## src/rtl/core/vls_pkg.sv

```systemverilog
package vls_pkg;

  localparam int TIME_W     = 32;
  localparam int PERIOD_W   = 16;
  localparam int DUTY_W     = 10;
  localparam int MODE_W     = 3;
  localparam int CMD_W      = 2;
  localparam int CFG_IDX_W  = 8;
  localparam int CFG_DATA_W = 16;

  localparam logic [DUTY_W-1:0] FULL_LEVEL = 10'd1000;

  // light mode codes; anything else acts as off
  localparam logic [MODE_W-1:0] MODE_OFF   = 3'd0;
  localparam logic [MODE_W-1:0] MODE_DRL   = 3'd1;
  localparam logic [MODE_W-1:0] MODE_LOW   = 3'd2;
  localparam logic [MODE_W-1:0] MODE_HIGH  = 3'd3;
  localparam logic [MODE_W-1:0] MODE_FLASH = 3'd4;

  // lamp target commands
  localparam logic [CMD_W-1:0] CMD_KEEP = 2'd0;
  localparam logic [CMD_W-1:0] CMD_OFF  = 2'd1;
  localparam logic [CMD_W-1:0] CMD_ON   = 2'd2;

  // sequence triggers
  localparam logic [CMD_W-1:0] TRIG_NONE    = 2'd0;
  localparam logic [CMD_W-1:0] TRIG_WELCOME = 2'd1;
  localparam logic [CMD_W-1:0] TRIG_GOODBYE = 2'd2;

  // configuration register indexes
  localparam logic [CFG_IDX_W-1:0] REG_TURN_ON      = 8'd0;
  localparam logic [CFG_IDX_W-1:0] REG_TURN_OFF     = 8'd1;
  localparam logic [CFG_IDX_W-1:0] REG_WELCOME      = 8'd2;
  localparam logic [CFG_IDX_W-1:0] REG_GOODBYE      = 8'd3;
  localparam logic [CFG_IDX_W-1:0] REG_GOODBYE_HOLD = 8'd4;
  localparam logic [CFG_IDX_W-1:0] REG_RAMP_INC     = 8'd5;
  localparam logic [CFG_IDX_W-1:0] REG_FADE_INC     = 8'd6;
  localparam logic [CFG_IDX_W-1:0] REG_DRL_LEVEL    = 8'd7;

  typedef struct packed {
    logic [PERIOD_W-1:0] turn_on_ms;
    logic [PERIOD_W-1:0] turn_off_ms;
    logic [PERIOD_W-1:0] welcome_ms;
    logic [PERIOD_W-1:0] goodbye_ms;
    logic [PERIOD_W-1:0] goodbye_hold_ms;
    logic [DUTY_W-1:0]   ramp_inc;
    logic [DUTY_W-1:0]   fade_inc;
    logic [DUTY_W-1:0]   drl_level;
  } cfg_t;

  typedef struct packed {
    logic [TIME_W-1:0] now_ms;
    logic [MODE_W-1:0] light_mode;
    logic              turn_left_request;
    logic              turn_right_request;
    logic              hazard_request;
    logic              brake_on;
    logic              reverse_selected;
    logic [CMD_W-1:0]  interior_command;
    logic [CMD_W-1:0]  courtesy_command;
    logic [CMD_W-1:0]  sequence_trigger;
  } tick_t;

  typedef struct packed {
    logic              turn_left_lamp;
    logic              turn_right_lamp;
    logic [DUTY_W-1:0] low_beam_duty;
    logic [DUTY_W-1:0] high_beam_duty;
    logic [DUTY_W-1:0] drl_duty;
    logic              brake_lamp;
    logic              reverse_lamp;
    logic [DUTY_W-1:0] interior_duty;
    logic [DUTY_W-1:0] courtesy_duty;
  } lamp_t;

endpackage

```

## src/rtl/core/vls_if.sv

```systemverilog
interface vls_tick_if;
  import vls_pkg::*;

  logic              valid;
  logic              ready;
  logic [TIME_W-1:0] now_ms;
  logic [MODE_W-1:0] light_mode;
  logic              turn_left_request;
  logic              turn_right_request;
  logic              hazard_request;
  logic              brake_on;
  logic              reverse_selected;
  logic [CMD_W-1:0]  interior_command;
  logic [CMD_W-1:0]  courtesy_command;
  logic [CMD_W-1:0]  sequence_trigger;

  modport source (
    output valid, now_ms, light_mode, turn_left_request, turn_right_request,
           hazard_request, brake_on, reverse_selected, interior_command,
           courtesy_command, sequence_trigger,
    input  ready
  );

  modport sink (
    input  valid, now_ms, light_mode, turn_left_request, turn_right_request,
           hazard_request, brake_on, reverse_selected, interior_command,
           courtesy_command, sequence_trigger,
    output ready
  );
endinterface

interface vls_lamp_if;
  import vls_pkg::*;

  logic              valid;
  logic              ready;
  logic              turn_left_lamp;
  logic              turn_right_lamp;
  logic [DUTY_W-1:0] low_beam_duty;
  logic [DUTY_W-1:0] high_beam_duty;
  logic [DUTY_W-1:0] drl_duty;
  logic              brake_lamp;
  logic              reverse_lamp;
  logic [DUTY_W-1:0] interior_duty;
  logic [DUTY_W-1:0] courtesy_duty;

  modport source (
    output valid, turn_left_lamp, turn_right_lamp, low_beam_duty, high_beam_duty,
           drl_duty, brake_lamp, reverse_lamp, interior_duty, courtesy_duty,
    input  ready
  );

  modport sink (
    input  valid, turn_left_lamp, turn_right_lamp, low_beam_duty, high_beam_duty,
           drl_duty, brake_lamp, reverse_lamp, interior_duty, courtesy_duty,
    output ready
  );
endinterface

interface vls_cfg_if;
  import vls_pkg::*;

  logic                  valid;
  logic                  ready;
  logic [CFG_IDX_W-1:0]  index;
  logic [CFG_DATA_W-1:0] data;

  modport source (output valid, index, data, input ready);
  modport sink (input valid, index, data, output ready);
endinterface

```

## src/rtl/core/vls_cfg.sv

```systemverilog
module vls_cfg (
  input  logic         clk,
  input  logic         rst,
  vls_cfg_if.sink      cfg,
  output vls_pkg::cfg_t regs
);
  import vls_pkg::*;

  cfg_t regs_next;

  assign cfg.ready = 1'b1;

  always_comb begin
    regs_next = regs;
    if (cfg.valid) begin
      unique case (cfg.index)
        REG_TURN_ON:      regs_next.turn_on_ms      = cfg.data;
        REG_TURN_OFF:     regs_next.turn_off_ms     = cfg.data;
        REG_WELCOME:      regs_next.welcome_ms      = cfg.data;
        REG_GOODBYE:      regs_next.goodbye_ms      = cfg.data;
        REG_GOODBYE_HOLD: regs_next.goodbye_hold_ms = cfg.data;
        REG_RAMP_INC:     regs_next.ramp_inc        = cfg.data[DUTY_W-1:0];
        REG_FADE_INC:     regs_next.fade_inc        = cfg.data[DUTY_W-1:0];
        REG_DRL_LEVEL:    regs_next.drl_level       = cfg.data[DUTY_W-1:0];
        default:          regs_next = regs;
      endcase
    end
  end

  always_ff @(posedge clk) begin
    if (rst) begin
      regs.turn_on_ms      <= 16'd500;
      regs.turn_off_ms     <= 16'd500;
      regs.welcome_ms      <= 16'd10000;
      regs.goodbye_ms      <= 16'd30000;
      regs.goodbye_hold_ms <= 16'd5000;
      regs.ramp_inc        <= 10'd50;
      regs.fade_inc        <= 10'd40;
      regs.drl_level       <= 10'd400;
    end else begin
      regs <= regs_next;
    end
  end

endmodule

```

## src/rtl/core/vls_step.sv

```systemverilog
module vls_step (
  input  logic           clk,
  input  logic           rst,
  input  logic           advance,
  input  vls_pkg::cfg_t  regs,
  input  vls_pkg::tick_t tick_q,
  output vls_pkg::lamp_t lamp_next
);
  import vls_pkg::*;

  logic              flash_phase, flash_phase_next;
  logic [TIME_W-1:0] last_toggle_time, last_toggle_time_next;
  logic [DUTY_W-1:0] headlight_level, headlight_level_next;
  logic [DUTY_W-1:0] interior_level, interior_level_next;
  logic              interior_target_on, interior_target_on_next;
  logic [DUTY_W-1:0] courtesy_level, courtesy_level_next;
  logic              courtesy_target_on, courtesy_target_on_next;
  logic              welcome_running, welcome_running_next;
  logic              goodbye_running, goodbye_running_next;
  logic [TIME_W-1:0] sequence_start_time, sequence_start_time_next;

  logic              any_req;
  logic              toggle;
  logic [TIME_W-1:0] since_toggle;
  logic [TIME_W-1:0] elapsed;
  logic [PERIOD_W-1:0] period;
  logic [DUTY_W:0]   head_sum;
  logic              want_head;
  logic              want_high;
  logic              int_tgt;
  logic              cour_tgt;

  function automatic logic [DUTY_W-1:0] fade_toward(
    input logic [DUTY_W-1:0] level,
    input logic              target_on,
    input logic [DUTY_W-1:0] step
  );
    logic [DUTY_W:0] sum;
    logic [DUTY_W-1:0] res;
    sum = {1'b0, level} + {1'b0, step};
    res = level;
    if (target_on && (level < FULL_LEVEL)) begin
      res = (sum > {1'b0, FULL_LEVEL}) ? FULL_LEVEL : sum[DUTY_W-1:0];
    end else if (!target_on && (level != '0)) begin
      res = (level >= step) ? level - step : '0;
    end
    return res;
  endfunction

  always_comb begin
    // commands land first
    int_tgt = interior_target_on;
    if (tick_q.interior_command == CMD_OFF) int_tgt = 1'b0;
    else if (tick_q.interior_command == CMD_ON) int_tgt = 1'b1;
    cour_tgt = courtesy_target_on;
    if (tick_q.courtesy_command == CMD_OFF) cour_tgt = 1'b0;
    else if (tick_q.courtesy_command == CMD_ON) cour_tgt = 1'b1;

    welcome_running_next     = welcome_running;
    goodbye_running_next     = goodbye_running;
    sequence_start_time_next = sequence_start_time;
    if (tick_q.sequence_trigger == TRIG_WELCOME) begin
      welcome_running_next     = 1'b1;
      goodbye_running_next     = 1'b0;
      sequence_start_time_next = tick_q.now_ms;
    end else if (tick_q.sequence_trigger == TRIG_GOODBYE) begin
      goodbye_running_next     = 1'b1;
      welcome_running_next     = 1'b0;
      sequence_start_time_next = tick_q.now_ms;
    end

    // flasher, wrapping time difference
    any_req      = tick_q.turn_left_request | tick_q.turn_right_request |
                   tick_q.hazard_request;
    period       = flash_phase ? regs.turn_on_ms : regs.turn_off_ms;
    since_toggle = tick_q.now_ms - last_toggle_time;
    toggle       = any_req && (since_toggle >= {{(TIME_W-PERIOD_W){1'b0}}, period});
    flash_phase_next      = any_req ? (flash_phase ^ toggle) : 1'b0;
    last_toggle_time_next = toggle ? tick_q.now_ms : last_toggle_time;

    // headlight soft start
    want_head = (tick_q.light_mode == MODE_LOW) || (tick_q.light_mode == MODE_HIGH);
    want_high = (tick_q.light_mode == MODE_HIGH) || (tick_q.light_mode == MODE_FLASH);
    head_sum  = {1'b0, headlight_level} + {1'b0, regs.ramp_inc};
    if (!want_head) begin
      headlight_level_next = '0;
    end else if (headlight_level < FULL_LEVEL) begin
      headlight_level_next = (head_sum > {1'b0, FULL_LEVEL}) ? FULL_LEVEL
                                                             : head_sum[DUTY_W-1:0];
    end else begin
      headlight_level_next = headlight_level;
    end

    interior_level_next = fade_toward(interior_level, int_tgt, regs.fade_inc);
    courtesy_level_next = fade_toward(courtesy_level, cour_tgt, regs.fade_inc);

    lamp_next.turn_left_lamp  = flash_phase_next &
                                (tick_q.turn_left_request | tick_q.hazard_request);
    lamp_next.turn_right_lamp = flash_phase_next &
                                (tick_q.turn_right_request | tick_q.hazard_request);
    lamp_next.low_beam_duty   = want_head ? headlight_level_next : '0;
    lamp_next.high_beam_duty  = want_high ? headlight_level_next : '0;
    lamp_next.drl_duty        = (tick_q.light_mode == MODE_DRL) ? regs.drl_level : '0;
    lamp_next.brake_lamp      = tick_q.brake_on;
    lamp_next.reverse_lamp    = tick_q.reverse_selected;
    lamp_next.interior_duty   = interior_level_next;
    lamp_next.courtesy_duty   = courtesy_level_next;

    // sequences set targets for the next tick; welcome drives the DRL now
    elapsed                 = tick_q.now_ms - sequence_start_time_next;
    interior_target_on_next = int_tgt;
    courtesy_target_on_next = cour_tgt;
    if (welcome_running_next) begin
      if (elapsed < {{(TIME_W-PERIOD_W){1'b0}}, regs.welcome_ms}) begin
        interior_target_on_next = 1'b1;
        courtesy_target_on_next = 1'b1;
        lamp_next.drl_duty      = regs.drl_level;
      end else begin
        welcome_running_next = 1'b0;
      end
    end
    if (goodbye_running_next) begin
      if (elapsed < {{(TIME_W-PERIOD_W){1'b0}}, regs.goodbye_ms}) begin
        courtesy_target_on_next =
          !(elapsed > {{(TIME_W-PERIOD_W){1'b0}}, regs.goodbye_hold_ms});
      end else begin
        goodbye_running_next    = 1'b0;
        courtesy_target_on_next = 1'b0;
      end
    end
  end

  always_ff @(posedge clk) begin
    if (rst) begin
      flash_phase         <= 1'b0;
      last_toggle_time    <= '0;
      headlight_level     <= '0;
      interior_level      <= '0;
      interior_target_on  <= 1'b0;
      courtesy_level      <= '0;
      courtesy_target_on  <= 1'b0;
      welcome_running     <= 1'b0;
      goodbye_running     <= 1'b0;
      sequence_start_time <= '0;
    end else if (advance) begin
      flash_phase         <= flash_phase_next;
      last_toggle_time    <= last_toggle_time_next;
      headlight_level     <= headlight_level_next;
      interior_level      <= interior_level_next;
      interior_target_on  <= interior_target_on_next;
      courtesy_level      <= courtesy_level_next;
      courtesy_target_on  <= courtesy_target_on_next;
      welcome_running     <= welcome_running_next;
      goodbye_running     <= goodbye_running_next;
      sequence_start_time <= sequence_start_time_next;
    end
  end

endmodule

```

## src/rtl/core/vehicle_light_sequencer.sv

```systemverilog
// Channel  Modport  Word
// -------  -------  ---------------------------------------------------
// tick     sink     one update tick: timestamp, mode, requests, commands
// lamps    source   one set of lamp drives and duties per tick
// cfg      sink     register index and write data, always ready
//
// One tick a cycle sustained while the lamps side is ready; a tick passes through
// the input register and then the result register around the step logic.
// Synchronous reset restores the register defaults, clears the step state and the valid flags.
// A stalled result holds the step; the input register still takes a word
// whenever the step can move or is empty.
module vehicle_light_sequencer (
  input  logic      clk,
  input  logic      rst,
  vls_tick_if.sink  tick,
  vls_lamp_if.source lamps,
  vls_cfg_if.sink   cfg
);
  import vls_pkg::*;

  cfg_t  regs;
  tick_t tick_q;
  logic  tick_valid_q;
  lamp_t lamp_next;
  lamp_t lamp_q;
  logic  lamp_valid_q;
  logic  advance;

  assign advance    = tick_valid_q && (!lamp_valid_q || lamps.ready);
  assign tick.ready = !tick_valid_q || advance;

  vls_cfg u_cfg (
    .clk  (clk),
    .rst  (rst),
    .cfg  (cfg),
    .regs (regs)
  );

  vls_step u_step (
    .clk       (clk),
    .rst       (rst),
    .advance   (advance),
    .regs      (regs),
    .tick_q    (tick_q),
    .lamp_next (lamp_next)
  );

  always_ff @(posedge clk) begin
    if (rst) begin
      tick_valid_q <= 1'b0;
      lamp_valid_q <= 1'b0;
    end else begin
      if (tick.ready) tick_valid_q <= tick.valid;
      if (advance) lamp_valid_q <= 1'b1;
      else if (lamps.ready) lamp_valid_q <= 1'b0;
    end
  end

  always_ff @(posedge clk) begin
    if (tick.ready && tick.valid) begin
      tick_q.now_ms             <= tick.now_ms;
      tick_q.light_mode         <= tick.light_mode;
      tick_q.turn_left_request  <= tick.turn_left_request;
      tick_q.turn_right_request <= tick.turn_right_request;
      tick_q.hazard_request     <= tick.hazard_request;
      tick_q.brake_on           <= tick.brake_on;
      tick_q.reverse_selected   <= tick.reverse_selected;
      tick_q.interior_command   <= tick.interior_command;
      tick_q.courtesy_command   <= tick.courtesy_command;
      tick_q.sequence_trigger   <= tick.sequence_trigger;
    end
    if (advance) lamp_q <= lamp_next;
  end

  assign lamps.valid           = lamp_valid_q;
  assign lamps.turn_left_lamp  = lamp_q.turn_left_lamp;
  assign lamps.turn_right_lamp = lamp_q.turn_right_lamp;
  assign lamps.low_beam_duty   = lamp_q.low_beam_duty;
  assign lamps.high_beam_duty  = lamp_q.high_beam_duty;
  assign lamps.drl_duty        = lamp_q.drl_duty;
  assign lamps.brake_lamp      = lamp_q.brake_lamp;
  assign lamps.reverse_lamp    = lamp_q.reverse_lamp;
  assign lamps.interior_duty   = lamp_q.interior_duty;
  assign lamps.courtesy_duty   = lamp_q.courtesy_duty;

endmodule

```

## src/flat_wrapper.sv

```systemverilog
// flat-port wrapper written by rule: the top's interface ports become plain ports
module vehicle_light_sequencer_flat import vls_pkg::*;
  (clk, rst, tick_valid, tick_now_ms, tick_light_mode, tick_turn_left_request, tick_turn_right_request, tick_hazard_request, tick_brake_on, tick_reverse_selected, tick_interior_command, tick_courtesy_command, tick_sequence_trigger, tick_ready, lamps_valid, lamps_turn_left_lamp, lamps_turn_right_lamp, lamps_low_beam_duty, lamps_high_beam_duty, lamps_drl_duty, lamps_brake_lamp, lamps_reverse_lamp, lamps_interior_duty, lamps_courtesy_duty, lamps_ready, cfg_valid, cfg_index, cfg_data, cfg_ready);
  vls_tick_if tick_i ();
  vls_lamp_if lamps_i ();
  vls_cfg_if cfg_i ();
  input  logic clk;
  input  logic rst;
  input wire logic [$bits(tick_i.valid)-1:0] tick_valid;
  input wire logic [$bits(tick_i.now_ms)-1:0] tick_now_ms;
  input wire logic [$bits(tick_i.light_mode)-1:0] tick_light_mode;
  input wire logic [$bits(tick_i.turn_left_request)-1:0] tick_turn_left_request;
  input wire logic [$bits(tick_i.turn_right_request)-1:0] tick_turn_right_request;
  input wire logic [$bits(tick_i.hazard_request)-1:0] tick_hazard_request;
  input wire logic [$bits(tick_i.brake_on)-1:0] tick_brake_on;
  input wire logic [$bits(tick_i.reverse_selected)-1:0] tick_reverse_selected;
  input wire logic [$bits(tick_i.interior_command)-1:0] tick_interior_command;
  input wire logic [$bits(tick_i.courtesy_command)-1:0] tick_courtesy_command;
  input wire logic [$bits(tick_i.sequence_trigger)-1:0] tick_sequence_trigger;
  output wire logic [$bits(tick_i.ready)-1:0] tick_ready;
  output wire logic [$bits(lamps_i.valid)-1:0] lamps_valid;
  output wire logic [$bits(lamps_i.turn_left_lamp)-1:0] lamps_turn_left_lamp;
  output wire logic [$bits(lamps_i.turn_right_lamp)-1:0] lamps_turn_right_lamp;
  output wire logic [$bits(lamps_i.low_beam_duty)-1:0] lamps_low_beam_duty;
  output wire logic [$bits(lamps_i.high_beam_duty)-1:0] lamps_high_beam_duty;
  output wire logic [$bits(lamps_i.drl_duty)-1:0] lamps_drl_duty;
  output wire logic [$bits(lamps_i.brake_lamp)-1:0] lamps_brake_lamp;
  output wire logic [$bits(lamps_i.reverse_lamp)-1:0] lamps_reverse_lamp;
  output wire logic [$bits(lamps_i.interior_duty)-1:0] lamps_interior_duty;
  output wire logic [$bits(lamps_i.courtesy_duty)-1:0] lamps_courtesy_duty;
  input wire logic [$bits(lamps_i.ready)-1:0] lamps_ready;
  input wire logic [$bits(cfg_i.valid)-1:0] cfg_valid;
  input wire logic [$bits(cfg_i.index)-1:0] cfg_index;
  input wire logic [$bits(cfg_i.data)-1:0] cfg_data;
  output wire logic [$bits(cfg_i.ready)-1:0] cfg_ready;
  assign tick_i.valid = tick_valid;
  assign tick_i.now_ms = tick_now_ms;
  assign tick_i.light_mode = tick_light_mode;
  assign tick_i.turn_left_request = tick_turn_left_request;
  assign tick_i.turn_right_request = tick_turn_right_request;
  assign tick_i.hazard_request = tick_hazard_request;
  assign tick_i.brake_on = tick_brake_on;
  assign tick_i.reverse_selected = tick_reverse_selected;
  assign tick_i.interior_command = tick_interior_command;
  assign tick_i.courtesy_command = tick_courtesy_command;
  assign tick_i.sequence_trigger = tick_sequence_trigger;
  assign tick_ready = tick_i.ready;
  assign lamps_valid = lamps_i.valid;
  assign lamps_turn_left_lamp = lamps_i.turn_left_lamp;
  assign lamps_turn_right_lamp = lamps_i.turn_right_lamp;
  assign lamps_low_beam_duty = lamps_i.low_beam_duty;
  assign lamps_high_beam_duty = lamps_i.high_beam_duty;
  assign lamps_drl_duty = lamps_i.drl_duty;
  assign lamps_brake_lamp = lamps_i.brake_lamp;
  assign lamps_reverse_lamp = lamps_i.reverse_lamp;
  assign lamps_interior_duty = lamps_i.interior_duty;
  assign lamps_courtesy_duty = lamps_i.courtesy_duty;
  assign lamps_i.ready = lamps_ready;
  assign cfg_i.valid = cfg_valid;
  assign cfg_i.index = cfg_index;
  assign cfg_i.data = cfg_data;
  assign cfg_ready = cfg_i.ready;
  vehicle_light_sequencer u_core (.clk(clk), .rst(rst), .tick(tick_i), .lamps(lamps_i), .cfg(cfg_i));
endmodule
```

## config.mk

```make
export PLATFORM = sky130hd
export DESIGN_NAME = vehicle_light_sequencer_flat
export DESIGN_NICKNAME = d
export VERILOG_FILES = /design/src/rtl/core/vls_pkg.sv /design/src/rtl/core/vls_if.sv /design/src/rtl/core/vls_cfg.sv /design/src/rtl/core/vls_step.sv /design/src/rtl/core/vehicle_light_sequencer.sv /design/src/flat_wrapper.sv
export SDC_FILE = /design/constraint.sdc
export NUM_CORES = 1
export LEC_CHECK = 0
export BUFFER_PORTS_ARGS = -buffer_cell sky130_fd_sc_hd__buf_2
export CORE_AREA = 3 3 183 203
export DETAILED_ROUTE_END_ITERATION = 8
export DIE_AREA = 0 0 186 206
export PLACE_DENSITY_LB_ADDON = 0.3
export SKIP_LAST_GASP = 1
export SLEW_MARGIN = 20
export SYNTH_ARGS = -nofsm -noshare
export SYNTH_HDL_FRONTEND = slang
export SYNTH_SLANG_ARGS = --single-unit
```

## constraint.sdc

```tcl
create_clock -name clk -period 5 [get_ports clk]
set_input_delay 1 -clock clk [delete_from_list [all_inputs] [get_ports clk]]
set_output_delay 1 -clock clk [all_outputs]
set_load 0.02 [all_outputs]
```

* Word level (Yosys, flattened, before mapping)
Index checks and enable logic that the tools add are counted.
** Cells by class
- Add/sub/neg operators :: 7
- Magnitude comparators :: 12
- Equal/unequal tests :: 17
- Multiplexer cells :: 38
- Bitwise logic cells :: 7
- Reduce and logical (&&, ||, !) cells :: 29
** Operator list (count)
- $mux 10 :: 14
- $lt 32x16->1 :: 2
- $mux 32 :: 2
- $sub 32x32->32 :: 2
- $add 10x10->11 :: 3
- $gt 11x10->1 const B :: 3
- $eq 8x3->1 const B :: 4
- $ge 32x16->1 :: 1
- $gt 32x16->1 :: 1
- $lt 10x10->1 const B :: 3
- $mux 1 :: 21
- $ge 10x10->1 :: 2
- $reduce_bool 10->1 :: 2
- $sub 10x10->10 :: 2
- $reduce_and 2->1 :: 9
- $eq 8x2->1 const B :: 2
- $mux 16 :: 1
- $eq 8x1->1 const B :: 1
- $logic_not 8->1 :: 1
- $logic_and 1x1->1 :: 7
- $eq 2x1->1 const B :: 3
- $eq 2x2->1 const B :: 3
- $eq 3x2->1 const B :: 2
- $logic_not 1->1 :: 5
- 7 further kinds :: 14
** Word-level totals
- Register bits after elaboration :: 311
- Input bits :: 75
- Output and inout port bits :: 57
- Word-level logic and storage cells :: 149

* Depth between registers and ports, before layout
- Word-level depth :: 8
- Depth in mapped cells :: 22

* Modules after synthesis
From an unflattened synthesis, not the netlist that was laid out.
** Second synthesis, totals
- Cells, all modules :: 2211
- Area, all modules :: 20151.8 um^2
** By module, submodules not included
- vls_step :: instances 1, cells an instance 1695, area each 12632.1 um^2, sequential area each 1981.9 um^2
- vls_cfg :: instances 1, cells an instance 406, area each 4413.0 um^2, sequential area each 2202.1 um^2
- vehicle_light_sequencer :: instances 1, cells an instance 110, area each 3106.7 um^2, sequential area each 3042.9 um^2

* Worst setup path after synthesis
No wires, ideal clock.
- Path type :: register to register
- Start point :: register, netlist name u_core.tick_q[0]
- End point :: register u_core.lamp_q (netlist bit u_core.lamps.drl_duty[0]) (data pin)
- Setup time :: 0.131 ns
- Arrival time :: 4.700 ns
- Path slack :: 0.169 ns
- Stages on the path, launching flop included :: 19
- Buffers on the path :: 5
- Path through :: edfxtp_1 -> xor2_1 -> buf_4 -> buf_4 -> clkbuf_1 -> buf_1 -> mux2i_1 -> ha_1 -> clkbuf_1 -> nand4_1 -> or4_1 -> a21oi_1 -> nor4_1 -> mux2_2 -> nor4b_1 -> nand4_1 -> a2111oi_4 -> a21o_2 -> and2_1
** RTL lines
- end signal: assignment :: line vehicle_light_sequencer.sv:72 : if (advance) lamp_q <= lamp_next;
- end: declaration :: line vehicle_light_sequencer.sv:25 : lamp_t lamp_q;

==> reports/summary.txt <==
Final Total Pwr: 6920 µW
GRT Util Overall: 27.3%
Router iterations before antenna repair: 5
Yosys top cell area share: 21.6%
Clock slew at reported path FFs: 60 ps
Nature of the critical path endpoint: flop
Period utilisation layout: 94.9%
Nets: 2627
Switching Fraction: 30.6%
Final GP Congestion: 0.949
CTS tree: yes
Final wirelength: 53000 µm
Endpoints failing setup: 0
Congestion Overflow GR: 0
Critical path class: flop to flop
Flop pwr share: 40.1%
Required time worst endpoint: 5440 ps
Die Wd: 186 µm
Gate count of the mapped netlist: 2289
First-pass GRT wire length: 84100 µm
Final Max Slew Viols: 0
Boundary pin count: 132
Clk buf depth: 3
H-tree depth: 2
Fin crit period: 4750 ps
HPWL Detailed: 39200 µm
Top cells by area, synth: dfxtp_1, edfxtp_1, ha_1
Num CTS Buffers: 36
Count of input and output buffers: 130
DRC errors left: 0
Int Pwr: 4800 µW
Iter 0 DRT Violations: 1306
Final Util: 62.3%
Cell taking the most area after synthesis: dfxtp_1
Worst Setup Start Kind: flop
Net Sw Power: 2120 µW
Max Cap Viol: 0
Fmax: 211 MHz
Top FF cell, synth: dfxtp_1
Area of the multi-input gates: 11400 µm²
Synth Cell Area: 19600 µm²
Initial core utilization: 55.7%
Pin count of the biggest net entering global routing: 123
Clock Tree Root: clkbuf_16
Worst Path Max Fanout: 10
Rows: 72
Skew-Pair Late Insertion Delay: 570 ps
Reg area: 7230 µm²
Power share of the combinational group: 22.1%
# diodes: 0
Core area: 35100 µm²
Ys async rst share: 0%
Post-synthesis sequential area ratio: 36.9%
Share of cells above drive strength 1: 10.7%
Fillers: 3063
EDFF count, synth: 100
Fin Setup TNS: 0 ps
Number of antenna violations at the first check in global routing: 0
Post-synth cell types: 85
Clk_skew: 24.0 ps
Post-DRT Antenna Nets: 0
Leakage: 0.00877 µW
Clock share of power: 37.8%
Non-Filler Instances: 2854
Area grow syn2layout: 11.8%
CP arrival: 5180 ps
Place WS: 75.0 ps
DR vias: 17087
Relative slew margins: 27.6%
Pwr Density: 316 nW/µm²
Hold_buf cts: 0
Die area: 38300 µm²
Syn_nets: 2534
Via/cell ratio: 5.99
Least-Margin Pin Slew: 1080 ps
Routed length per instance: 18.6 µm
Placed Cells incl. Taps: 2780
Vias in the first global route: 16538
Total clock sinks: 311
Status: completed
Chip height: 206 µm
Syn. warnings: 0
Synth Register Bits: 311
Peak VDD IR: 0.285 mV
Final Hold Viols: 0
Final WS setup: 253 ps
Worst hold path type: flop to flop
Syn avg cell area: 8.56 µm²
stage by stage:
step,hold WS (ps),cell area [µm²]
6_report,421,21900
5_1_grt,444,21900
3_3_place_gp,401,20600
3_5_place_dp,406,20600
2_1_floorplan,400,19600
4_1_cts,428,21800
cell families after synthesis:
kind of cell    count (synthesis)  share of synthesized area, %
simple gates                  749                          18.2
compound gates                621                          20.2
flops                         311                          36.9
buf+inv                       263                          5.21
fa+ha+maj                     173                          11.2
mux                            88                          4.52
xor+xnor                       83                          3.71
other cells                     1                        0.0191
power groups by stage:
stage / logic [µW] / clock network (µW) / registers, µW
after floorplan: 1070 / 0 / 2830
after global placement: 1450 / 0 / 2830
after detailed placement: 1490 / 0 / 2830
after CTS: 1500 / 2670 / 2780
after global routing: 1710 / 2750 / 2790
final: 1530 / 2620 / 2780
state kept, by name, summed over array words and instances (netlist names), 10 cells and up:
register / cells
u_core.lamps.courtesy_duty: 10
u_core.tick_q: 46
u_core.lamps.interior_duty: 10
u_core.u_step.headlight_level: 10
u_core.u_step.interior_level: 10
u_core.lamps.low_beam_duty: 10
u_core.u_cfg.regs: 110
u_core.u_step.courtesy_level: 10
u_core.lamps.drl_duty: 10
u_core.u_step.sequence_start_time: 32
u_core.lamps.high_beam_duty: 10
u_core.u_step.last_toggle_time: 32
cell usage in the layout, fill, tap and decap left out, types with 23 or more instances in the layout:
| cell | Yosys | routed |
|---|---|---|
| a21o_1 | 41 | 41 |
| a21oi_1 | 253 | 251 |
| buf_2 | 5 | 129 |
| buf_4 | 3 | 30 |
| clkbuf_16 | 0 | 36 |
| dfxtp_1 | 211 | 211 |
| edfxtp_1 | 100 | 100 |
| ha_1 | 164 | 164 |
| inv_1 | 156 | 155 |
| mux2i_1 | 85 | 85 |
| nand2_1 | 307 | 307 |
| nand2b_1 | 92 | 91 |
| nand4_1 | 33 | 33 |
| nor2_1 | 143 | 142 |
| nor2b_1 | 33 | 33 |
| nor3_1 | 30 | 29 |
| o211ai_1 | 29 | 29 |
| o21ai_0 | 86 | 85 |
| xnor2_1 | 59 | 58 |
| xor2_1 | 24 | 23 |
layer usage:
layer,track usage (%),share of wire (%),up-vias
li1,-,-,8284
met1,32.6,41,8168
met2,49.0,50,501
met3,3.12,4.1,134
met4,12.3,4.8,0
met5,0,0,-
path summary, 6_finish.rpt:
path / startpoint / to / slack (ps) / cells past startpoint
setup / recovery: u_core.tick_q[1]$_DFFE_PP_ / u_core.lamps.drl_duty[2]$_DFFE_PP_ / 250 / 17
hold / removal: u_core.tick_q[7]$_DFFE_PP_ / u_core.lamps.brake_lamp$_DFFE_PP_ / 420 / 0
setup reg to reg: u_core.tick_q[1]$_DFFE_PP_ / u_core.lamps.drl_duty[2]$_DFFE_PP_ / 250 / 17
hold reg to reg: u_core.tick_q[7]$_DFFE_PP_ / u_core.lamps.brake_lamp$_DFFE_PP_ / 420 / 0
cell usage after synthesis (15+ instances only):
master,n
xor2_1,24
nor3_1,30
nand2_1,307
o21bai_1,21
o21ai_0,86
dfxtp_1,211
a211oi_1,16
nand4_1,33
nor2b_1,33
a31oi_1,15
o21a_1,21
and2_1,21
a21oi_1,253
nand2b_1,92
mux2i_1,85
nor2_1,143
inv_1,156
xnor2_1,59
clkbuf_1,88
nand3_1,22
a21o_1,41
edfxtp_1,100
ha_1,164
o211ai_1,29
timing repair:
item	in CTS	in global routing
resized for setup	0	8
setup endpoints to repair	0	47
buffers inserted	0	7
layout make-up:
type / instances / area share, %
Clock buffer: 53 / 4.65
Clock inverter: 13 / 0.828
Inverter: 156 / 2.68
Multi-Input combinational cell: 1716 / 52.2
Sequential cell: 311 / 33.0
Tap cell: 444 / 2.54
Timing Repair Buffer: 161 / 4.12
critical path, stage by stage (launching register included):
cell,delay (ps)
edfxtp_1,520
xor2_4,260
buf_4,180
buf_4,130
mux2i_1,200
ha_1,350
a21oi_1,220
o21a_1,210
o21ai_0,180
or3_1,340
o22ai_1,230
mux2_2,370
nor4_1,280
nand4_1,250
a2111oi_4,360
buf_4,220
a21o_2,180
and2_1,150
No activity file was read; power rests on OpenSTA's default activity.
